`src/genetic_mutation_engine_assert.svh`:
```
// assertion macros for the mutation engine
// expects aclk and aresetn in the scope of every use
`ifndef GENETIC_MUTATION_ENGINE_ASSERT_SVH
`define GENETIC_MUTATION_ENGINE_ASSERT_SVH

// same-cycle implication, masked during reset
`define GME_ASSERT_SAME(label, ante, cons, msg) \
    label: assert property (@(posedge aclk) disable iff (!aresetn) (ante) |-> (cons)) \
        else $error(msg);

// next-cycle implication, masked during reset
`define GME_ASSERT_NEXT(label, ante, cons, msg) \
    label: assert property (@(posedge aclk) disable iff (!aresetn) (ante) |=> (cons)) \
        else $error(msg);

`endif

```
`src/gme_pkg.sv`:
```
// shared types, codes and constants of the mutation engine
// no dependencies
package gme_pkg;

    localparam int CHROM_W    = 6;
    localparam int GENE_W     = 6;
    localparam int VALUE_W    = 8;
    localparam int POOL_AW    = CHROM_W + GENE_W;
    localparam int POOL_DEPTH = 1 << POOL_AW;
    localparam int HIST_AW    = 8;
    localparam int HIST_DEPTH = 1 << HIST_AW;
    localparam int HIST_W     = 7;
    localparam int ALPHA_W    = 9;
    localparam int GCOUNT_W   = 7;
    localparam int DRAW_W     = 16;
    localparam int OP_W       = 3;

    localparam logic [ALPHA_W-1:0]  ALPHA_MAX  = 9'd256;
    localparam logic [GCOUNT_W-1:0] GENE_MAX   = 7'd64;
    localparam logic [VALUE_W-1:0]  VALUE_MASK = 8'hFF;
    localparam logic [DRAW_W-1:0]   LFSR_MASK  = 16'hB400;

    localparam logic [ALPHA_W-1:0]  RST_ALPHA   = 9'd16;
    localparam logic [GCOUNT_W-1:0] RST_GENES   = 7'd64;
    localparam logic [DRAW_W-1:0]   RST_THR_BLK = 16'd13107;
    localparam logic [DRAW_W-1:0]   RST_THR_INV = 16'd26214;
    localparam logic [DRAW_W-1:0]   RST_THR_SHF = 16'd39321;
    localparam logic [DRAW_W-1:0]   RST_THR_SWP = 16'd52428;
    localparam logic [DRAW_W-1:0]   RST_SEED    = 16'd44257;

    typedef enum logic [1:0] {
        KIND_WRITE  = 2'd0,
        KIND_READ   = 2'd1,
        KIND_MUTATE = 2'd2,
        KIND_NONE   = 2'd3
    } kind_t;

    typedef enum logic [OP_W-1:0] {
        OP_BLOCK   = 3'd0,
        OP_INVERSE = 3'd1,
        OP_SHUFFLE = 3'd2,
        OP_SWAP    = 3'd3,
        OP_CROSS   = 3'd4
    } op_t;

    typedef enum logic [2:0] {
        REG_ALPHA   = 3'd0,
        REG_GENES   = 3'd1,
        REG_THR_BLK = 3'd2,
        REG_THR_INV = 3'd3,
        REG_THR_SHF = 3'd4,
        REG_THR_SWP = 3'd5,
        REG_SEED    = 3'd6,
        REG_NONE    = 3'd7
    } reg_idx_t;

    typedef struct packed {
        logic [ALPHA_W-1:0]  alpha;
        logic [GCOUNT_W-1:0] genes;
        logic [DRAW_W-1:0]   thr_blk;
        logic [DRAW_W-1:0]   thr_inv;
        logic [DRAW_W-1:0]   thr_shf;
        logic [DRAW_W-1:0]   thr_swp;
        logic                seed_load;
        logic [DRAW_W-1:0]   seed;
    } cfg_t;

    function automatic logic [DRAW_W-1:0] lfsr_step(input logic [DRAW_W-1:0] s);
        logic [DRAW_W-1:0] sh;
        sh = s >> 1;
        return s[0] ? (sh ^ LFSR_MASK) : sh;
    endfunction

endpackage

```
`src/gme_mod.sv`:
```
// bit-serial remainder unit, one dividend bit per cycle
// depends on gme_pkg
module gme_mod (
    input  logic                         aclk,
    input  logic                         aresetn,
    input  logic                         start,
    input  logic [gme_pkg::DRAW_W-1:0]   dividend,
    input  logic [gme_pkg::ALPHA_W-1:0]  divisor,
    output logic                         busy,
    output logic                         done,
    output logic [gme_pkg::VALUE_W-1:0]  remainder
);

    logic [gme_pkg::DRAW_W-1:0]  num_reg;
    logic [gme_pkg::ALPHA_W-1:0] div_reg;
    logic [gme_pkg::ALPHA_W-1:0] rem_reg;
    logic [4:0]                  cnt_reg;
    logic                        done_reg;
    logic [gme_pkg::ALPHA_W:0]   trial;

    assign trial = {rem_reg, num_reg[gme_pkg::DRAW_W-1]};

    always_ff @(posedge aclk) begin
        if (!aresetn) begin
            cnt_reg  <= '0;
            done_reg <= 1'b0;
        end else if (start) begin
            num_reg  <= dividend;
            div_reg  <= divisor;
            rem_reg  <= '0;
            cnt_reg  <= 5'(gme_pkg::DRAW_W);
            done_reg <= 1'b0;
        end else if (cnt_reg != '0) begin
            num_reg  <= num_reg << 1;
            // remainder stays below the divisor, so it fits the narrower register
            if (trial >= {1'b0, div_reg}) begin
                rem_reg <= gme_pkg::ALPHA_W'(trial - {1'b0, div_reg});
            end else begin
                rem_reg <= gme_pkg::ALPHA_W'(trial);
            end
            cnt_reg  <= cnt_reg - 5'd1;
            done_reg <= (cnt_reg == 5'd1);
        end else begin
            done_reg <= 1'b0;
        end
    end

    assign busy      = (cnt_reg != '0);
    assign done      = done_reg;
    assign remainder = rem_reg[gme_pkg::VALUE_W-1:0];

endmodule

```
`config.mk`:
```
export PLATFORM = sky130hd
export DESIGN_NAME = gme_mod
export DESIGN_NICKNAME = d
export VERILOG_FILES = /design/src/genetic_mutation_engine_assert.svh /design/src/gme_pkg.sv /design/src/gme_mod.sv
export SDC_FILE = /design/constraint.sdc
export NUM_CORES = 1
export LEC_CHECK = 0
export ABC_CLOCK_PERIOD_IN_PS = 5000
export BUFFER_PORTS_ARGS = -buffer_cell sky130_fd_sc_hd__buf_2
export CORE_ASPECT_RATIO = 1.5
export CORE_MARGIN = 3
export CORE_UTILIZATION = 25
export DETAILED_ROUTE_END_ITERATION = 8
export GPL_TIMING_DRIVEN = 0
export PLACE_DENSITY = 0.43
export SYNTH_ARGS = -nofsm -noshare
export SYNTH_HDL_FRONTEND = slang
export SYNTH_SLANG_ARGS = --single-unit
export TNS_END_PERCENT = 20
```
`constraint.sdc`:
```
create_clock -name aclk -period 5 [get_ports aclk]
set_input_delay 0.75 -clock aclk [delete_from_list [all_inputs] [get_ports aclk]]
set_output_delay 0.75 -clock aclk [all_outputs]
set_load 0.03 [all_outputs]
```
== Yosys cells after proc, flatten, opt, wreduce, memory -nomap -nowiden ==
Index checks and enable logic that the tools add are counted.

* Register bits: 40
* Bits of input ports: 28
* Logic and storage cells: 24

* Add/sub/neg operators: 2
* Order comparisons: 1
* Eq/ne operators: 1
* Multiplexer cells: 6
* Bitwise gates (word level): 2
* Reduce and logical (&&, ||, !) cells: 6

{| class="wikitable"
|+ Operators by type and width
! cell !! number
|-
| two-way mux 16 bit || 2
|-
| two-way mux 9 bit || 2
|-
| greater-or-equal comparator 10 x 9 -> 1 bit || 1
|-
| two-way mux 5 bit || 2
|-
| subtractor 9 bit || 1
|-
| equality test 5 x 1 -> 1 bit (second input constant) || 1
|-
| nonzero test 5 bit || 1
|-
| subtractor 5 x 1 -> 5 bit (second input constant) || 1
|-
| AND reduction 2 bit || 2
|-
| OR reduction 3 bit || 1
|-
| NOT 1 bit || 2
|-
| nonzero test 2 bit || 1
|-
| OR reduction 2 bit || 1
|}

== Depth between registers and ports, before layout ==
Gate-level depths: netlist of the first run.

* Depth in word-level cells: 3
* Depth in mapped cells: 9
* Gate-level depth less buffers: 9

== Least setup slack after synthesis of the first run ==
OpenSTA, ideal clock, no wires.

* Path kind: in2reg
* Start: in start
* End: reg num_reg[0] in the netlist's numbering, enable pin
* Arrival: 1.744 ns
* Data required time: 4.617 ns
* Slack: 2.873 ns
* Cell stages on the path: 2
* Buffers on the path: 1
* Cell sequence: clkbuf_1 -> o21a_1

* Word-level cells in the longest chain between the ends: 2

{| class="wikitable"
|+ Ends and longest elaborated chain
! what !! line !! source
|-
| from (decl) || gme_mod.sv:6 || <nowiki>input logic start,</nowiki>
|-
| nonzero test 2 bit (no line) || -- ||
|-
| AND reduction 2 bit (no line) || -- ||
|-
| to (signal assigned) || gme_mod.sv:28 || <nowiki>num_reg <= dividend;</nowiki>
|-
| to (signal assigned) || gme_mod.sv:34 || <nowiki>num_reg <= num_reg << 1;</nowiki>
|-
| to (decl) || gme_mod.sv:14 || <nowiki>logic [gme_pkg::DRAW_W-1:0] num_reg;</nowiki>
|}

No other way between the ends.
A chain may end at the register's enable or synchronous reset.

== Final worst setup path of the first run ==
* Start: in start
* End: reg num_reg[11] in the netlist's numbering, enable pin

The elaborated chain is that of the path after synthesis.

==> impl_metrics.csv, run 1 <==
group,metric,value,unit
outcome,status,"finished clean",
synth,synthTopCellsByArea,"edfxtp_1, ha_1, mux2_1, dfxtp_1, buf_4",
synth,synthCells,182,
timing,tightest_slew,1180,ps
clock_tree,cts_made_buffers,5,
global_routing,antenna_found_initial,0,
synth,ys_seq_area_frac,0.509,
drt,drt_pass1_iterations,4,
clock_tree,htree_levels,2,
placed_design,detailedPlace.worstSlack,2230,ps
placed_design,dpl.hpwl,3520,um
min_path,min_from,"cnt_reg[1]",
timing,fmax,421,MHz
power_and_ir_drop,p_leak,1.08,nW
finish,final_common_cell,"buf_2",
clock_tree,cts_tree,"done",
critical_path,slowest_delay,1000,ps
synth,avgSynthCellArea,12.3,um2
finish,antennaDiodeCount,0,
critical_path,cp-end-kind,"flop",
timing,tns,0,ps
global_routing,grt_usage,0.100,
clock_tree,worst_skew_pair.late_latency,290,ps
critical_path,arrival,2270,ps
clock_tree,root_buffer,"clkbuf_16",
timing,finalSetupViolCount,0,
synth,synth-edff-count,34,
drt,wirelength,4840,um
drt,vias_per_cell,4.52,
timing,relSlewSlack,0.211,
finish,final_util,0.316,
placed_design,numPortBuffers,37,
synth,ys_warn_count,0,
critical_path,worstReg2RegEnd,"rem_reg[0]",
critical_path,critical_path_class,"input pin to flop",
floorplan,die_height,122,um
floorplan,start_util,0.262,
clock_tree,cts_sinks,40,
synth,syn_area,0.00224,mm2
floorplan,ios,38,
critical_path,crit_slowest_cell,"o21a_1",
critical_path,crit_path_cell_trace,"buf_2 -> clkbuf_1 -> o21a_1",
clock_tree,ctsHoldBuffers,0,
synth,synthArstFlopShare,0,
timing,drv_slew,0,
clock_tree,post-cts-setup-buffers,0,
drt,antenna_left,0,
drt,routedWlPerCell,14.5,um
finish,drive_gt1_frac,0.339,
finish,fin_nets,266,
floorplan,die_area,0.0102,mm2
synth,syn_nets,222,
placed_design,place_congestion,0.762,
power_and_ir_drop,vdd_drop_max,0.192,mV
finish,syn2layout_area_growth,20.8,%
drt,drt_iter0_drc,80,
synth,synth_ff_type,"edfxtp_1",
global_routing,grt_pass1_vias,1609,
synth,ys_ff_latch,40,
clock_tree,cts-resized-gates,0,
timing,hold_viol_final,0,
critical_path,critPathRequiredTime,4900,ps
finish,largest_reg_flops,16,
flow_run,max_cap_violations,0,
drt,drc,0,
timing,finalCritPeriodShare,0.475,
timing,skew,6.81,ps
synth,yosys.area.top_type,"edfxtp_1",
global_routing,gr-total-overflow,0,
critical_path,r2r_start,"num_reg[15]",
power_and_ir_drop,p_per_area,408,mW/mm2
min_path,hp-class,"flop to flop",
timing,fin_crit,2380,ps
critical_path,worst_setup_path_start_kind,"input pin",
synth,ys_types,52,
min_path,min_path_cells,2,
finish,final_cell_mix,"buf_2, edfxtp_1, inv_1",
clock_tree,cts.path.max_buffers,2,
timing,setup_ws,2620,ps
timing,hold_slack,512,ps
synth,synth_top_area_frac,0.455,
critical_path,r2r_slack,2720,ps
drt,vias,1511,
clock_tree,clkSlewWorstSetupHoldPaths,50,ps
global_routing,grt_max_degree,26,
power_and_ir_drop,power,0.00110,W
critical_path,rr_worst_depth,9,
critical_path,path_max_fanout,25,
floorplan,die_w,83.3,um
floorplan,rows,41,
global_routing,grt_first_pass_wirelength,7870,um
timing,rsz0062_at_grt,"no",
min_path,whs_endpoint,"cnt_reg[1]",
floorplan,coreArea,0.00857,mm2
metal layers:
metal / routed length (um) / track usage / up-vias
met4: 110 / 0.0583 / 0
met3: 165 / 0.0203 / 7
li1: - / - / 746
met2: 2670 / 0.189 / 28
met5: 0 / 0 / -
met1: 1890 / 0.101 / 730
metrics by stage:
stage / cell area [um2] / std cells
floorplan: 2240 / 182
global placement: 2560 / 326
detailed placement: 2560 / 326
CTS: 2710 / 334
global route: 2710 / 334
finish: 2710 / 334
power breakdown:
| part | total [W] | switching (W) | internal (W) |
|---|---|---|---|
| Combinational | 0.000342 | 0.000197 | 0.000145 |
| Clock | 0.000326 | 0.000129 | 0.000197 |
| Sequential | 0.000436 | 0.0000217 | 0.000414 |
| Total | 0.00110 | 0.000348 | 0.000756 |
kinds of logic after synthesis:
group / after synthesis / synth area share
AND/OR/NAND/NOR: 49 / 0.123
flip-flops: 40 / 0.509
AO/OA/AOI/OAI: 34 / 0.136
buffers and inverters: 25 / 0.0558
multiplexers: 17 / 0.0865
adder cells (fa/ha/maj): 12 / 0.0703
XOR/XNOR: 5 / 0.0195
cell usage after synthesis (3+ instances only):
master,instances
ha_1,11
a21oi_1,9
nand2_1,7
nor2b_1,3
dfxtp_1,6
nor3_1,7
edfxtp_1,34
mux2_1,11
nor2_1,11
inv_1,13
buf_4,8
mux2_2,4
xnor2_1,5
nand3_1,4
a211oi_2,3
layout make-up:
cell class / count / area (um2)
clock inverters: 1 / 3.75
flip-flops and latches: 40 / 1140
fillers: 873 / 5860
well taps: 107 / 134
multi-input cells: 117 / 976
clock buffers: 7 / 143
inverters: 13 / 48.8
plain buffers: 12 / 76.3
repair buffers: 37 / 185
critical path, delay by kind of cell:
family                 cells  cell delay (ps)
AO/OA/AOI/OAI              1             1000
buffers and inverters      2              510
how the worst max path moves through the flow:
stage / depth (start not counted) / slack (ps) / from / to
floorplan: 2 / 2870 / start / num_reg[0]
finish: 3 / 2620 / start / num_reg[11]
detailed placement: 3 / 2230 / start / num_reg[3]
global placement: 3 / 2220 / start / num_reg[3]
global route: 3 / 2430 / start / num_reg[11]
CTS: 3 / 2550 / start / num_reg[11]
(Power assumes the default switching activity.)
==> inputs of run 2 (changes only) <==
--- a/config.mk
+++ b/config.mk
@@ -5,14 +5,14 @@
 export SDC_FILE = /design/constraint.sdc
 export NUM_CORES = 1
 export LEC_CHECK = 0
-export ABC_CLOCK_PERIOD_IN_PS = 5000
+export ABC_CLOCK_PERIOD_IN_PS = 2000
 export BUFFER_PORTS_ARGS = -buffer_cell sky130_fd_sc_hd__buf_2
 export CORE_ASPECT_RATIO = 1.5
 export CORE_MARGIN = 3
 export CORE_UTILIZATION = 25
 export DETAILED_ROUTE_END_ITERATION = 8
 export GPL_TIMING_DRIVEN = 0
-export PLACE_DENSITY = 0.43
+export PLACE_DENSITY = 0.44
 export SYNTH_ARGS = -nofsm -noshare
 export SYNTH_HDL_FRONTEND = slang
 export SYNTH_SLANG_ARGS = --single-unit
==> constraint.sdc (replaced) <==
create_clock -name aclk -period 2 [get_ports aclk]
set_input_delay 0.3 -clock aclk [delete_from_list [all_inputs] [get_ports aclk]]
set_output_delay 0.3 -clock aclk [all_outputs]
set_load 0.03 [all_outputs]
==> impl_metrics.csv, run 2 (same netlist as run 1, synthesis figures left out) <==
group,metric,value,unit
timing,finalCritPeriodShare,1.08,
clock_tree,cts_tree,"done",
finish,final_common_cell,"buf_2",
finish,antennaDiodeCount,0,
finish,fin_nets,274,
clock_tree,cts_sinks,40,
min_path,hp-class,"input pin to flop",
timing,tightest_slew,758,ps
drt,vias,1542,
global_routing,grt_max_degree,26,
floorplan,ios,38,
global_routing,grt_pass1_vias,1587,
timing,rsz0062_at_grt,"yes",
timing,hold_viol_final,0,
global_routing,gr-total-overflow,0,
timing,fin_crit,2160,ps
global_routing,grt_first_pass_wirelength,7850,um
critical_path,cp-end-kind,"flop",
finish,largest_reg_flops,16,
finish,final_util,0.333,
clock_tree,root_buffer,"clkbuf_16",
critical_path,path_max_fanout,4,
timing,drv_slew,0,
timing,relSlewSlack,0.495,
power_and_ir_drop,p_per_area,1040,mW/mm2
flow_run,max_cap_violations,0,
drt,drt_iter0_drc,46,
power_and_ir_drop,p_leak,1.13,nW
floorplan,rows,41,
global_routing,antenna_found_initial,0,
timing,finalSetupViolCount,9,
placed_design,dpl.hpwl,3560,um
clock_tree,worst_skew_pair.late_latency,280,ps
floorplan,start_util,0.262,
timing,skew,3.47,ps
drt,vias_per_cell,4.51,
clock_tree,htree_levels,2,
placed_design,place_congestion,0.771,
power_and_ir_drop,vdd_drop_max,0.581,mV
drt,drt_pass1_iterations,4,
floorplan,die_area,0.0102,mm2
critical_path,critical_path_class,"flop to flop",
critical_path,arrival,2280,ps
drt,routedWlPerCell,14.1,um
critical_path,worst_setup_path_start_kind,"flop",
clock_tree,cts_made_buffers,5,
timing,fmax,463,MHz
outcome,status,"finished, violations left",
critical_path,critPathRequiredTime,2120,ps
floorplan,die_height,122,um
drt,drc,0,
finish,syn2layout_area_growth,27.2,%
clock_tree,clkSlewWorstSetupHoldPaths,60,ps
global_routing,grt_usage,0.0991,
timing,setup_ws,-162,ps
outcome,violations,"negative setup slack",
finish,drive_gt1_frac,0.413,
floorplan,die_w,83.3,um
finish,final_cell_mix,"buf_2, edfxtp_1, buf_4",
clock_tree,cts.path.max_buffers,2,
placed_design,numPortBuffers,37,
timing,tns,-1180,ps
drt,wirelength,4830,um
floorplan,coreArea,0.00857,mm2
finish,fill_cells,876,
drt,antenna_left,0,
==> run 2: cell count changes in the layout (fill, tap and decap cells not counted), moves of 2 or more <==
cell	before	now
ha_1	11	9
nor3_2	2	5
nor3_1	7	3
ha_2	0	2
buf_4	8	16
==> run 2: final timing paths <==
kind / start / endpoint / slack (ps) / depth (start not counted)
max: num_reg[15] / rem_reg[7] / -160 / 9
min: divisor[2] / div_reg[2] / 190 / 1
max reg2reg: num_reg[15] / rem_reg[7] / -160 / 9
min reg2reg: cnt_reg[1] / cnt_reg[1] / 520 / 2
==> run 2: timing repair <==
| action | 4_1_cts | 5_1_grt |
|---|---|---|
| pin swaps | 2 | 7 |
| hold buffers | 0 | 0 |
| endpoints found under the setup margin | 9 | 16 |
| buffers inserted | 3 | 5 |
| gates resized for setup | 6 | 8 |
==> run 2: area by class of cell <==
| cell class | count | area, um2 | area share |
|---|---|---|---|
| Clock inverter | 3 | 42.5 | 0.0149 |
| Inverter | 13 | 48.8 | 0.0171 |
| Buffer | 12 | 76.3 | 0.0268 |
| Tap cell | 107 | 134 | 0.0469 |
| Multi-Input combinational cell | 117 | 1040 | 0.364 |
| Timing Repair Buffer | 45 | 245 | 0.0860 |
| Clock buffer | 5 | 125 | 0.0439 |
| Sequential cell | 40 | 1140 | 0.400 |
==> run 2: report_power, final <==
group	switching [W]	internal, W
Clock	0.000329	0.000586
Combinational	0.000526	0.000423
Sequential	0.0000566	0.00103
Total	0.000911	0.00204
==> run 2: metrics by stage <==
step / hold slack (ps) / cell area (um2) / total power [W] / setup WS (ps) / std cells
after CTS: 179 / 2780 / 0.00294 / -194 / 337
final: 187 / 2850 / 0.00295 / -162 / 342
after global placement: 478 / 2560 / 0.00197 / -250 / 326
after detailed placement: 478 / 2560 / 0.00197 / -221 / 326
after floorplan: 399 / 2240 / 0.00177 / -9.35 / 182
after global routing: 178 / 2850 / 0.00313 / -274 / 342
==> run 2: per-layer routing <==
layer	part of all wire	up-vias	global-route usage
li1	-	765	-
met1	0.40	745	0.103
met2	0.54	25	0.185
met3	0.036	7	0.0250
met4	0.022	0	0.0460
met5	0	-	0
==> run 2: worst max-delay path: stages (launching register included) <==
cell and delay, ps:
edfxtp_1 380, inv_1 70, ha_2 180, inv_2 40, fa_2 370, a21o_4 230, a21oi_4 200, or3_4 200
nand2_4 80, a211oi_4 230
