[src/genetic_mutation_engine_assert.svh]
// assertion macros for the mutation engine
// expects aclk and aresetn in the scope of every use
`ifndef GENETIC_MUTATION_ENGINE_ASSERT_SVH
`define GENETIC_MUTATION_ENGINE_ASSERT_SVH

// same-cycle implication, masked during reset
`define GME_ASSERT_SAME(label, ante, cons, msg) \
    label: assert property (@(posedge aclk) disable iff (!aresetn) (ante) |-> (cons)) \
        else $error(msg);

// next-cycle implication, masked during reset
`define GME_ASSERT_NEXT(label, ante, cons, msg) \
    label: assert property (@(posedge aclk) disable iff (!aresetn) (ante) |=> (cons)) \
        else $error(msg);

`endif

[src/gme_pkg.sv]
// shared types, codes and constants of the mutation engine
// no dependencies
package gme_pkg;

    localparam int CHROM_W    = 6;
    localparam int GENE_W     = 6;
    localparam int VALUE_W    = 8;
    localparam int POOL_AW    = CHROM_W + GENE_W;
    localparam int POOL_DEPTH = 1 << POOL_AW;
    localparam int HIST_AW    = 8;
    localparam int HIST_DEPTH = 1 << HIST_AW;
    localparam int HIST_W     = 7;
    localparam int ALPHA_W    = 9;
    localparam int GCOUNT_W   = 7;
    localparam int DRAW_W     = 16;
    localparam int OP_W       = 3;

    localparam logic [ALPHA_W-1:0]  ALPHA_MAX  = 9'd256;
    localparam logic [GCOUNT_W-1:0] GENE_MAX   = 7'd64;
    localparam logic [VALUE_W-1:0]  VALUE_MASK = 8'hFF;
    localparam logic [DRAW_W-1:0]   LFSR_MASK  = 16'hB400;

    localparam logic [ALPHA_W-1:0]  RST_ALPHA   = 9'd16;
    localparam logic [GCOUNT_W-1:0] RST_GENES   = 7'd64;
    localparam logic [DRAW_W-1:0]   RST_THR_BLK = 16'd13107;
    localparam logic [DRAW_W-1:0]   RST_THR_INV = 16'd26214;
    localparam logic [DRAW_W-1:0]   RST_THR_SHF = 16'd39321;
    localparam logic [DRAW_W-1:0]   RST_THR_SWP = 16'd52428;
    localparam logic [DRAW_W-1:0]   RST_SEED    = 16'd44257;

    typedef enum logic [1:0] {
        KIND_WRITE  = 2'd0,
        KIND_READ   = 2'd1,
        KIND_MUTATE = 2'd2,
        KIND_NONE   = 2'd3
    } kind_t;

    typedef enum logic [OP_W-1:0] {
        OP_BLOCK   = 3'd0,
        OP_INVERSE = 3'd1,
        OP_SHUFFLE = 3'd2,
        OP_SWAP    = 3'd3,
        OP_CROSS   = 3'd4
    } op_t;

    typedef enum logic [2:0] {
        REG_ALPHA   = 3'd0,
        REG_GENES   = 3'd1,
        REG_THR_BLK = 3'd2,
        REG_THR_INV = 3'd3,
        REG_THR_SHF = 3'd4,
        REG_THR_SWP = 3'd5,
        REG_SEED    = 3'd6,
        REG_NONE    = 3'd7
    } reg_idx_t;

    typedef struct packed {
        logic [ALPHA_W-1:0]  alpha;
        logic [GCOUNT_W-1:0] genes;
        logic [DRAW_W-1:0]   thr_blk;
        logic [DRAW_W-1:0]   thr_inv;
        logic [DRAW_W-1:0]   thr_shf;
        logic [DRAW_W-1:0]   thr_swp;
        logic                seed_load;
        logic [DRAW_W-1:0]   seed;
    } cfg_t;

    function automatic logic [DRAW_W-1:0] lfsr_step(input logic [DRAW_W-1:0] s);
        logic [DRAW_W-1:0] sh;
        sh = s >> 1;
        return s[0] ? (sh ^ LFSR_MASK) : sh;
    endfunction

endpackage

[src/gme_regs.sv]
// apb configuration registers with clamped working values
// depends on gme_pkg
module gme_regs (
    input  logic               aclk,
    input  logic               aresetn,
    input  logic               psel,
    input  logic               penable,
    input  logic               pwrite,
    input  logic [4:0]         paddr,
    input  logic [31:0]        pwdata,
    output logic [31:0]        prdata,
    output gme_pkg::cfg_t      cfg
);

    logic [gme_pkg::ALPHA_W-1:0]  alpha_reg;
    logic [gme_pkg::GCOUNT_W-1:0] genes_reg;
    logic [gme_pkg::DRAW_W-1:0]   thr_blk_reg;
    logic [gme_pkg::DRAW_W-1:0]   thr_inv_reg;
    logic [gme_pkg::DRAW_W-1:0]   thr_shf_reg;
    logic [gme_pkg::DRAW_W-1:0]   thr_swp_reg;
    logic [gme_pkg::DRAW_W-1:0]   seed_reg;
    logic                         wr_en;
    gme_pkg::reg_idx_t            idx;

    assign wr_en = psel && penable && pwrite;
    assign idx   = gme_pkg::reg_idx_t'(paddr[4:2]);

    always_ff @(posedge aclk) begin
        if (!aresetn) begin
            alpha_reg   <= gme_pkg::RST_ALPHA;
            genes_reg   <= gme_pkg::RST_GENES;
            thr_blk_reg <= gme_pkg::RST_THR_BLK;
            thr_inv_reg <= gme_pkg::RST_THR_INV;
            thr_shf_reg <= gme_pkg::RST_THR_SHF;
            thr_swp_reg <= gme_pkg::RST_THR_SWP;
            seed_reg    <= gme_pkg::RST_SEED;
        end else if (wr_en) begin
            unique case (idx)
                gme_pkg::REG_ALPHA:   alpha_reg   <= pwdata[gme_pkg::ALPHA_W-1:0];
                gme_pkg::REG_GENES:   genes_reg   <= pwdata[gme_pkg::GCOUNT_W-1:0];
                gme_pkg::REG_THR_BLK: thr_blk_reg <= pwdata[gme_pkg::DRAW_W-1:0];
                gme_pkg::REG_THR_INV: thr_inv_reg <= pwdata[gme_pkg::DRAW_W-1:0];
                gme_pkg::REG_THR_SHF: thr_shf_reg <= pwdata[gme_pkg::DRAW_W-1:0];
                gme_pkg::REG_THR_SWP: thr_swp_reg <= pwdata[gme_pkg::DRAW_W-1:0];
                gme_pkg::REG_SEED:    seed_reg    <= pwdata[gme_pkg::DRAW_W-1:0];
                default: ;
            endcase
        end
    end

    always_comb begin
        unique case (idx)
            gme_pkg::REG_ALPHA:   prdata = 32'(alpha_reg);
            gme_pkg::REG_GENES:   prdata = 32'(genes_reg);
            gme_pkg::REG_THR_BLK: prdata = 32'(thr_blk_reg);
            gme_pkg::REG_THR_INV: prdata = 32'(thr_inv_reg);
            gme_pkg::REG_THR_SHF: prdata = 32'(thr_shf_reg);
            gme_pkg::REG_THR_SWP: prdata = 32'(thr_swp_reg);
            gme_pkg::REG_SEED:    prdata = 32'(seed_reg);
            default:              prdata = '0;
        endcase
    end

    always_comb begin
        // out-of-range settings clamp to the nearest legal value
        if (alpha_reg == '0) begin
            cfg.alpha = gme_pkg::ALPHA_W'(1);
        end else if (alpha_reg > gme_pkg::ALPHA_MAX) begin
            cfg.alpha = gme_pkg::ALPHA_MAX;
        end else begin
            cfg.alpha = alpha_reg;
        end
        if (genes_reg == '0) begin
            cfg.genes = gme_pkg::GCOUNT_W'(1);
        end else if (genes_reg > gme_pkg::GENE_MAX) begin
            cfg.genes = gme_pkg::GENE_MAX;
        end else begin
            cfg.genes = genes_reg;
        end
        cfg.thr_blk   = thr_blk_reg;
        cfg.thr_inv   = thr_inv_reg;
        cfg.thr_shf   = thr_shf_reg;
        cfg.thr_swp   = thr_swp_reg;
        cfg.seed_load = wr_en && (idx == gme_pkg::REG_SEED);
        cfg.seed      = (pwdata[gme_pkg::DRAW_W-1:0] == '0) ? gme_pkg::DRAW_W'(1)
                                                           : pwdata[gme_pkg::DRAW_W-1:0];
    end

endmodule

[config.mk]
export PLATFORM = sky130hd
export DESIGN_NAME = gme_regs
export DESIGN_NICKNAME = d
export VERILOG_FILES = /design/src/genetic_mutation_engine_assert.svh /design/src/gme_pkg.sv /design/src/gme_regs.sv
export SDC_FILE = /design/constraint.sdc
export NUM_CORES = 1
export LEC_CHECK = 0
export CORE_MARGIN = 1
export CORE_UTILIZATION = 25
export CTS_BUF_LIST = sky130_fd_sc_hd__clkbuf_16
export DETAILED_ROUTE_END_ITERATION = 16
export DONT_BUFFER_PORTS = 1
export PLACE_DENSITY = 0.34
export REMOVE_ABC_BUFFERS = 1
export SKIP_LAST_GASP = 1
export SYNTH_ARGS = -nofsm -noshare
export SYNTH_HDL_FRONTEND = slang
export SYNTH_SLANG_ARGS = --single-unit
[constraint.sdc]
create_clock -name aclk -period 1.8 [get_ports aclk]
set_input_delay 0.09 -clock aclk [delete_from_list [all_inputs] [get_ports aclk]]
set_output_delay 0.09 -clock aclk [all_outputs]
set_load 0.005 [all_outputs]
; ---- Yosys cells after proc, flatten, opt, wreduce, memory -nomap -nowiden
; Cells that the tools add are included.
[word_totals]
regBits = 96
inputBits = 42
[classes]
eq_ne = 6
mux = 6
reduce_logical = 14
n_lt_le_gt_ge = 2
[ops]
columns = operator, count
row1 = $pmux W16 S7, 1
row2 = $mux W9, 2
row3 = $logic_not A16 Y1, 1
row4 = $mux W16, 1
row5 = $mux W7, 2
row6 = $reduce_and A2 Y1, 7
row7 = $eq A3 B3 Y1 const B, 3
row8 = $gt A9 B9 Y1 const B, 1
row9 = $logic_not A9 Y1, 1
row10 = $gt A7 B7 Y1 const B, 1
row11 = $logic_not A7 Y1, 1
row12 = $eq A3 B2 Y1 const B, 2
row13 = $eq A3 B1 Y1 const B, 1
row14 = $logic_and A1 B1 Y1, 3
row15 = $logic_not A3 Y1, 1

; ---- Depth between registers and ports, before layout
; Gate-level depths: netlist of the first run.
[logic_depth]
word_depth = 3
ltp_mapped = 6

; ---- Least setup slack after synthesis of the first run
; Ideal clock, no wire load.
[synth_timing]
kind = in2out
from = in paddr[2]
to = out prdata[11]
setup_slack_ns = 0.691
arrival_time_ns = 1.019
cell_stages = 5
path_buffers = 2
path_cell_list = buf_2 > buf_2 > mux2i_1 > nor2_1 > a221o_1
[synth_via]
elab_chain_cells = 2
word_cells_on_any_way = 8
[synth_rtl]
columns = item, line
row1 = start: declaration, gme_regs.sv:9  ; input logic [4:0] paddr,
row2 = $eq A3 B3 Y1 (tied with other cells), gme_regs.sv:52  ; unique case (idx)
row3 = $pmux W16 S7 *, gme_regs.sv:52
row4 = end: declaration, gme_regs.sv:11  ; output logic [31:0] prdata,
; Mark *: on every way between the ends. The rest lies on a longest branch, timed or not.

; ---- Worst setup path in the final report of the first run
[layout_timing]
from = reg thr_inv_reg[0] (netlist name)
to = out prdata[0]
[layout_via]
elab_chain_cells = 1
[layout_rtl]
columns = item, line
row1 = start: declaration, gme_regs.sv:18  ; logic [gme_pkg::DRAW_W-1:0] thr_inv_reg;
row2 = start signal: assignment, gme_regs.sv:33  ; thr_inv_reg <= gme_pkg::RST_THR_INV;
row3 = start signal: assignment, gme_regs.sv:42  ; gme_pkg::REG_THR_INV: thr_inv_reg <= pwdata[gme_pkg::DRAW_W-1:0];
row4 = $pmux W16 S7, gme_regs.sv:52
; Every way passes these cells.

==> reports/qor.log, run 1 <==
[timing] share of the clock period used by the worst path 0.882
[synth] count of different cell masters after synthesis 41
[synth] post-synth design cell area 4740 µm²
[die] core footprint 18600 µm²
[die] Die Footprint 19500 µm²
[cts] Inserted Clock Buffers 9
[place] detailed placement HPWL 11700 µm
[die] I/O pins 171
[routing] number of vias in the routed layout 4035
[power] Total Power Consumption 4.65 mW
[worst_setup_path] worst stage delay on the critical path 0.40 ns
[layout] layout cell share with drive strength beyond 1 0.0912
[timing] setup repair after global routing missed its margin false
[timing] smallest hold slack 0.0120 ns
[timing] highest achievable clock rate 0.630 GHz
[global_route] total gr overflow 0
[status] status finished, final reports clean
[die] Initial Utilization 0.254
[synth] biggest area contributors in the synthesized netlist dfxtp_1 41%, mux2i_1 16%, nand2_1 5.8%, o211ai_1 5.2%, o21ai_0 4.2%
[place] GP Congestion 0.777
[layout] number of inserted filler cells in the final layout 1944
[cts] Clk Latency, worst-skew pair 0.34 ns
[cts] number of cells upsized or downsized after cts 0
[global_route] Total GRT Usage 0.190
[die] Die Height 140 µm
[routing] post-DR wirelength/cell 23.1 µm
[routing] per-cell via count in the routed design 5.16
[worst_setup_path] Max Fanout on Critical Path 3
[worst_setup_path] series of cell instances along the critical path mux2i_1, o221a_2, a221oi_1, buf_4
[synth] library cell occupying the most area in the post-synthesis netlist dfxtp_1
[timing] slew at the pin with the worst max-slew slack 0.670 ns
[layout] utilization after layout 0.300
[routing] remaining routing DRC violations 0
[synth] portion of the post-synthesis area used by sequential elements 0.405
[layout] Antenna Cells 0
[power] static leakage 2.26 nW
[synth] area share of the largest cell type after synthesis 0.405
[layout] area delta synth->final 18.1%
[cts] sink count of the clock tree 96
[layout] number of nets at the end of the flow 585
[routing] DRT Wirelength 18100 µm
[timing] headroom to the max-slew limit 0.553
[cts] CTS tree built
[power] Worst IR Drop VDD 0.306 mV
[timing] TNS Setup 0 ns
[layout] leading cell type in the layout, fill and taps excluded dfxtp_1
[cts] number of setup buffers added after CTS 0
[worst_setup_path] critical-path cell with the highest stage delay dfxtp_1
[synth] synthesized netlist cell count 533
[hold_path] Worst Hold Class in2reg
[worst_setup_path] data required time of the worst path 1.71 ns
[global_route] vias in the first global route 4093
[cts] clock edge transition at the registers on the reported setup and hold paths 0.07 ns
[worst_setup_path] CP top delay family compound AO/OA/AOI/OAI gates
[flow_run] max-capacitance violation count 0
[global_route] antenna violations before repair 0
[synth] flip-flop and latch count after synthesis 96
[timing] post-route clock skew 0 ns
[worst_setup_path] endpoint type of the worst setup path output port
[synth] total of warnings raised by yosys 0
[timing] final setup violation count 0
[cts] CTS H-tree depth 3
[worst_setup_path] critical path data arrival time 1.50 ns
[power] Cell Pwr Density 830 nW/µm²
[worst_setup_path] buffers and inverters on the worst path 1
[timing] final number of max-transition violations 0
[timing] number of failing hold endpoints at the final stage 0
[worst_setup_path] CP Launch Type flop
[global_route] first-pass GRT wire length 27200 µm
[routing] DR iter-0 viols 228
[routing] Antenna Nets Post-Route 0
[synth] post-synthesis area per instance 8.90 µm²
[worst_setup_path] type of the worst setup path reg2out
[routing] number of optimization iterations in the first detailed-route pass 5
[cts] Clock Path Buffers 2
[timing] min Tclk post-route 1.59 ns
[die] num rows 50
[place] port buffer count 0
[global_route] pin count of the biggest net entering global routing 84
[die] Horiz. Die Dim 140 µm
[layout] highest-count cells in the layout ignoring fill and taps 96 x dfxtp_1, 78 x mux2i_1, 73 x nand2_1
[cts] CTS Root Buffer Type clkbuf_16
## synthesized netlist by cell type, drive strengths merged
library cell,n
a41o,1
and2b,1
o221a,3
or2,3
mux2,6
o211ai,33
mux2i,78
conb,1
a2bb2oi,4
nor2,14
a22o,8
a31oi,1
clkbuf,43
inv,17
a21oi,3
o311ai,8
nor4,4
nand4,1
buf,36
nand4b,1
nand2,74
a21o,1
a221o,7
a32oi,4
nand2b,2
nor2b,19
or3,2
o32ai,1
a221oi,3
nor3,4
dfxtp,96
and4b,1
o21ai,40
o31ai,1
nand3,12
## cell type report
cell class	instances	area, µm²	share of cell area
repair buffers	63	596	0.106
flip-flops and latches	96	1920	0.343
clock inverters	7	95.1	0.0170
inverters	17	63.8	0.0114
well taps	234	293	0.0523
multi-input cells	356	2410	0.430
clock buffers	9	225	0.0402
## where the power goes
| group | switching (mW) | internal, mW |
|---|---|---|
| combinational | 0.212 | 0.158 |
| clock | 0.890 | 1.22 |
| sequential | 0.0229 | 2.14 |
| total | 1.12 | 3.52 |
## layer usage
metal  global-route usage  wire (µm)  share of wire
met5                    0          0              0
met4               0.0613        330          0.018
met2                0.314       8600           0.48
met3               0.0499       1160          0.064
met1                0.240       7970           0.44
## logic make-up after synthesis
family | after synthesis | share of synthesized area
mux | 84 | 0.179
other cells | 1 | 0.000791
simple gates | 138 | 0.138
compound gates | 118 | 0.178
buf+inv | 96 | 0.0992
flops | 96 | 0.405
## stage by stage
| stage | cell area (µm²) | setup slack, ns | cells |
|---|---|---|---|
| floorplan | 4390 | 0.495 | 469 |
| global placement | 4840 | 0.456 | 724 |
| detailed placement | 4840 | 0.483 | 724 |
| CTS | 5600 | 0.173 | 782 |
| global route | 5600 | 0.145 | 782 |
| finish | 5600 | 0.213 | 782 |
## worst paths after layout
| path | from | end | slack [ns] | depth (start not counted) |
|---|---|---|---|---|
| setup / recovery | thr_inv_reg[0] | prdata[0] | 0.21 | 4 |
| hold / removal | pwdata[2] | seed_reg[2] | 0.01 | 2 |
| setup reg to reg | thr_shf_reg[3] | thr_shf_reg[3] | 0.52 | 3 |
| hold reg to reg | seed_reg[3] | seed_reg[3] | 0.46 | 2 |
## repair_timing
item                                   in CTS  in global routing
endpoints found under the hold margin      96                  0
hold buffers                               42                  0
setup endpoints to repair                   0                  0
Power figures use the tool's default switching activity.
==> run 2, diff against run 1 <==
Settings changed: PLACE_DENSITY 0.34 to unset.
==> run 2 against run 1 <==
  * Combinational power is 4% lower
  * Global-route usage is 2.2 points lower
  * Largest power group unchanged
  * Die area stayed put
  * Critical path type is now in2reg
  * Final area is 2.0% lower
  * Critical path depth stayed put
  * Critical endpoint is now thr_blk_reg[13]
  * Worst setup slack worse by 0.0037 ns
==> reports/qor.log, run 2 (synthesis results as in run 1) <==
[worst_setup_path] critical path data arrival time 1.87 ns
[routing] remaining routing DRC violations 0
[routing] DRT Wirelength 16600 µm
[global_route] first-pass GRT wire length 24500 µm
[global_route] total gr overflow 0
[hold_path] destination of the worst hold path seed_reg[11]
[flow_run] max-capacitance violation count 0
[layout] leading cell type in the layout, fill and taps excluded dfxtp_1
[cts] number of setup buffers added after CTS 0
[timing] headroom to the max-slew limit 0.422
[power] Total Power Consumption 4.24 mW
[worst_setup_path] reg-to-reg endpoint thr_shf_reg[4]
[timing] TNS Setup 0 ns
[cts] CTS Root Buffer Type clkbuf_16
[global_route] pin count of the biggest net entering global routing 83
[timing] final number of max-transition violations 0
[layout] Antenna Cells 0
[timing] slew at the pin with the worst max-slew slack 0.867 ns
[power] Sw Pwr 1.03 mW
[routing] per-cell via count in the routed design 5.15
[global_route] Total GRT Usage 0.168
[routing] number of vias in the routed layout 3993
[die] Horiz. Die Dim 140 µm
[cts] Inserted Clock Buffers 9
[die] Die Height 140 µm
[power] Combinational Power Share 0.084
[cts] CTS tree built
[layout] area of the multi-input gates 2410 µm²
[worst_setup_path] critical-path cell with the highest stage delay dlygate4sd3_1
[worst_setup_path] type of the worst setup path in2reg
[die] core footprint 18600 µm²
[die] I/O pins 171
[timing] number of failing hold endpoints at the final stage 0
[timing] share of the clock period used by the worst path 0.884
[cts] clock edge transition at the registers on the reported setup and hold paths 0.07 ns
[layout] storage element area 1920 µm²
[worst_setup_path] CP Launch Type primary input
[timing] min Tclk post-route 1.59 ns
[cts] Clock Path Buffers 2
[routing] Antenna Nets Post-Route 0
[hold_path] start point of the worst hold path pwdata[11]
[die] Die Footprint 19500 µm²
[cts] Clk Latency, worst-skew pair 0.34 ns
[power] Clock power frac 0.404
[power] Worst IR Drop VDD 0.401 mV
[worst_setup_path] reg-to-reg startpoint thr_shf_reg[4]
[power] sequential share of power 0.511
[routing] DR iter-0 viols 294
[worst_setup_path] series of cell instances along the critical path and4b_1, nand2_1, o211ai_1, dlygate4sd3_1
[hold_path] Worst Hold Class in2reg
[place] detailed placement HPWL 11000 µm
[timing] post-route clock skew 0 ns
[routing] number of optimization iterations in the first detailed-route pass 4
[power] static leakage 2.20 nW
[worst_setup_path] data required time of the worst path 2.08 ns
[timing] highest achievable clock rate 0.629 GHz
[global_route] vias in the first global route 3865
[layout] area delta synth->final 15.8%
[layout] highest-count cells in the layout ignoring fill and taps 96 x dfxtp_1, 78 x mux2i_1, 73 x nand2_1
[routing] post-DR wirelength/cell 21.5 µm
[power] Cell Pwr Density 772 nW/µm²
[cts] CTS H-tree depth 3
[worst_setup_path] Max Fanout on Critical Path 32
[place] port buffer count 0
[power] switching share of power 0.244
[worst_setup_path] worst stage delay on the critical path 0.59 ns
[place] GP Congestion 0.736
[die] num rows 50
[worst_setup_path] Register-to-Register Path Depth 3
[power] Pint 3.21 mW
[worst_setup_path] r2r setup slk 0.50 ns
[cts] sink count of the clock tree 96
[die] Initial Utilization 0.254
[layout] layout cell share with drive strength beyond 1 0.0813
[status] status finished, final reports clean
[global_route] antenna violations before repair 0
[hold_path] Worst Hold Depth 2
[worst_setup_path] endpoint type of the worst setup path flop
[layout] number of inserted filler cells in the final layout 1933
[timing] final setup violation count 0
[layout] number of nets at the end of the flow 580
[timing] setup repair after global routing missed its margin false
==> run 2: cell count changes in the layout (fill, tap and decap cells not counted) <==
cell / before / now
buf_4: 21 / 18
inv_1: 17 / 18
clkinvlp_4: 0 / 2
bufinv_16: 2 / 0
inv_6: 1 / 0
dlygate4sd3_1: 41 / 39
clkinv_4: 2 / 0
==> run 2: timing repair <==
action / 4_1_cts / 5_1_grt
hold endpoints to repair: 96 / 0
endpoints found under the setup margin: 0 / 0
hold buffers: 40 / 0
gates resized for setup: 0 / 0
==> run 2: power groups by stage <==
| stage | registers (mW) | logic, mW | clock network [mW] |
|---|---|---|---|
| CTS | 2.17 | 0.356 | 1.73 |
| floorplan | 2.21 | 0.192 | 0 |
| global placement | 2.22 | 0.280 | 0 |
| finish | 2.17 | 0.358 | 1.71 |
| detailed placement | 2.22 | 0.281 | 0 |
| global route | 2.17 | 0.385 | 1.82 |
==> run 2: area by class of cell <==
type	count	area share
Clock inverter	5	0.00501
Tap cell	234	0.0533
Clock buffer	9	0.0410
Multi-Input combinational cell	356	0.438
Timing Repair Buffer	58	0.101
Inverter	17	0.0116
Sequential cell	96	0.350
==> run 2: routing by layer <==
layer / global-route usage / vias to the layer above / wire (µm)
met5: 0 / - / 0
met4: 0.0717 / 0 / 418
met3: 0.0847 / 25 / 1920
met1: 0.188 / 1987 / 6630
met2: 0.270 / 134 / 7680
li1: - / 1847 / -
==> run 2: worst max-delay path by stage <==
stage,from,to,slack [ns],cells past startpoint
after global routing,thr_swp_reg[4],prdata[4],0.13,3
final,paddr[2],thr_blk_reg[13],0.21,4
after detailed placement,paddr[2],thr_blk_reg[1],0.44,3
after global placement,paddr[2],thr_blk_reg[4],0.47,3
after CTS,thr_swp_reg[4],prdata[4],0.21,3
after floorplan,paddr[2],alpha_reg[0],0.49,3
==> run 2: per-stage QoR <==
stage | util | setup slack (ns) | cells | hold slack (ns) | cell area, µm²
floorplan | - | 0.495 | 469 | 0.162 | 4390
global placement | 0.259 | 0.474 | 721 | 0.180 | 4820
detailed placement | 0.259 | 0.443 | 721 | 0.180 | 4820
CTS | 0.295 | 0.211 | 775 | 0.00300 | 5490
global route | 0.295 | 0.126 | 775 | 0.0118 | 5490
finish | 0.295 | 0.209 | 775 | 0.00754 | 5490
==> run 2: worst max-delay path, delay by kind of cell <==
family | cells | cell delay, ns
and+or+nand+nor | 2 | 0.82
AOI/OAI and AO/OA | 1 | 0.35
buffers and inverters | 1 | 0.59
==> run 3, diff against run 2 <==
Settings changed: CORE_UTILIZATION 25 to 43, CTS_CLUSTER_DIAMETER set to 120.
==> run 3 against run 2 <==
  * Die area is 41% lower
  * Critical path type unchanged
  * Count of clock-buffer cells in the layout did not move
  * Critical endpoint is now thr_blk_reg[9]
  * Largest cell class unchanged
  * Global-route usage up 10 points
==> reports/qor.log, run 3 (synthesis results as in run 1) <==
[status] status finished, final reports clean
[worst_setup_path] CP Launch Type primary input
[cts] CTS H-tree depth 3
[hold_path] Worst Hold Class in2reg
[place] GP Congestion 0.814
[timing] final number of max-transition violations 0
[cts] Clk Latency, worst-skew pair 0.34 ns
[power] static leakage 2.25 nW
[timing] setup repair after global routing missed its margin false
[cts] CTS tree built
[layout] Final Instance Count excl. Fillers 682
[timing] slew at the pin with the worst max-slew slack 0.678 ns
[worst_setup_path] critical path data arrival time 1.81 ns
[worst_setup_path] Register-to-Register Path Depth 3
[worst_setup_path] critical-path cell with the highest stage delay dlygate4sd3_1
[place] port buffer count 0
[worst_setup_path] r2r setup slk 0.51 ns
[die] Die Height 107 µm
[timing] share of the clock period used by the worst path 0.847
[power] Worst IR Drop VDD 0.407 mV
[flow_run] max-capacitance violation count 0
[routing] remaining routing DRC violations 0
[die] Horiz. Die Dim 107 µm
[power] Total Power Consumption 4.55 mW
[global_route] first-pass GRT wire length 23100 µm
[routing] Antenna Nets Post-Route 0
[cts] Inserted Clock Buffers 9
[layout] storage element area 1920 µm²
[routing] DR iter-0 viols 236
[timing] number of failing hold endpoints at the final stage 0
[global_route] vias in the first global route 4074
[layout] Antenna Cells 0
[routing] DRT Wirelength 15000 µm
[cts] CTS Root Buffer Type clkbuf_16
[die] I/O pins 171
[worst_setup_path] reg-to-reg endpoint thr_shf_reg[3]
[worst_setup_path] worst stage delay on the critical path 0.58 ns
[layout] highest-count cells in the layout ignoring fill and taps 96 x dfxtp_1, 78 x mux2i_1, 73 x nand2_1
[timing] post-route clock skew 0 ns
[worst_setup_path] type of the worst setup path in2reg
[timing] smallest hold slack 0.0137 ns
[routing] number of vias in the routed layout 4086
[layout] number of inserted filler cells in the final layout 977
[hold_path] start point of the worst hold path pwdata[2]
[timing] headroom to the max-slew limit 0.547
[worst_setup_path] endpoint type of the worst setup path flop
[layout] area of the multi-input gates 2410 µm²
[layout] layout cell share with drive strength beyond 1 0.0861
[die] Die Footprint 11500 µm²
[die] Initial Utilization 0.451
[layout] number of nets at the end of the flow 583
[timing] final setup violation count 0
[cts] sink count of the clock tree 96
[routing] per-cell via count in the routed design 5.99
[routing] post-DR wirelength/cell 22.0 µm
[worst_setup_path] series of cell instances along the critical path and4b_1, nand2_1, o211ai_1, dlygate4sd3_1
[die] core footprint 10500 µm²
[hold_path] Worst Hold Depth 2
[worst_setup_path] data required time of the worst path 2.08 ns
[timing] min Tclk post-route 1.53 ns
[cts] number of cells upsized or downsized after cts 0
[cts] Clock Path Buffers 2
[worst_setup_path] Max Fanout on Critical Path 32
[cts] clock edge transition at the registers on the reported setup and hold paths 0.07 ns
[worst_setup_path] reg-to-reg startpoint thr_shf_reg[3]
[die] num rows 37
[place] Placed Cells 624
[global_route] total gr overflow 0
[hold_path] destination of the worst hold path thr_blk_reg[2]
[timing] TNS Setup 0 ns
[timing] highest achievable clock rate 0.656 GHz
[layout] area delta synth->final 15.3%
[global_route] pin count of the biggest net entering global routing 83
[global_route] antenna violations before repair 0
[place] detailed placement HPWL 9540 µm
[power] Cell Pwr Density 831 nW/µm²
[global_route] Total GRT Usage 0.269
[layout] leading cell type in the layout, fill and taps excluded dfxtp_1
[routing] number of optimization iterations in the first detailed-route pass 5
[run 3: changes by cell type in the layout (fill, tap and decap cells not counted)]
cell,delta
buf_12,+1
bufinv_16,+2
dlygate4sd3_1,+2
[run 3: cell type report]
| class | count | share of cell area |
|---|---|---|
| tap | 136 | 0.0311 |
| clock inverter | 7 | 0.0160 |
| clock buffer | 9 | 0.0412 |
| sequential | 96 | 0.351 |
| multi-input combinational | 356 | 0.440 |
| inverter | 17 | 0.0117 |
| timing repair buffer | 61 | 0.108 |
[run 3: how the worst max path moves through the flow]
stage	slack, ns	start	end	cells past startpoint
after global routing	0.18	paddr[2]	thr_blk_reg[9]	4
after CTS	0.30	alpha_reg[4]	cfg[88]	3
after global placement	0.50	paddr[2]	thr_blk_reg[9]	3
after floorplan	0.49	paddr[2]	alpha_reg[0]	3
after detailed placement	0.47	paddr[2]	thr_blk_reg[5]	3
final	0.27	paddr[2]	thr_blk_reg[9]	4
[run 3: layer usage]
| layer | vias to the layer above | global-route usage | wire length, µm |
|---|---|---|---|
| met5 | - | 0 | 0 |
| met4 | 0 | 0.111 | 396 |
| met3 | 27 | 0.0699 | 1170 |
| met2 | 170 | 0.434 | 7250 |
| met1 | 2022 | 0.340 | 6190 |
| li1 | 1867 | - | - |
[run 3: per-stage QoR]
step | setup slack (ns) | instance area, µm² | util
2_1_floorplan | 0.495 | 4390 | -
3_3_place_gp | 0.499 | 4720 | 0.449
3_5_place_dp | 0.470 | 4720 | 0.449
4_1_cts | 0.296 | 5470 | 0.520
5_1_grt | 0.181 | 5470 | 0.520
6_report | 0.275 | 5470 | 0.520
[run 3: repair_timing]
action / CTS / global route
hold buffers: 42 / 0
setup buffers: 0 / 0
hold endpoints to repair: 96 / 0
endpoints found under the setup margin: 0 / 0
[run 3: critical path: cells and delay by family]
family	cells	cell delay, ns
simple gates	2	0.79
buf+inv	1	0.58
compound gates	1	0.34
[run 3: report_power, final]
part | switching, mW | leakage [nW] | internal, mW
Sequential | 0.0212 | 0.776 | 2.14
Combinational | 0.202 | 1.33 | 0.158
Clock | 0.815 | 0.150 | 1.21
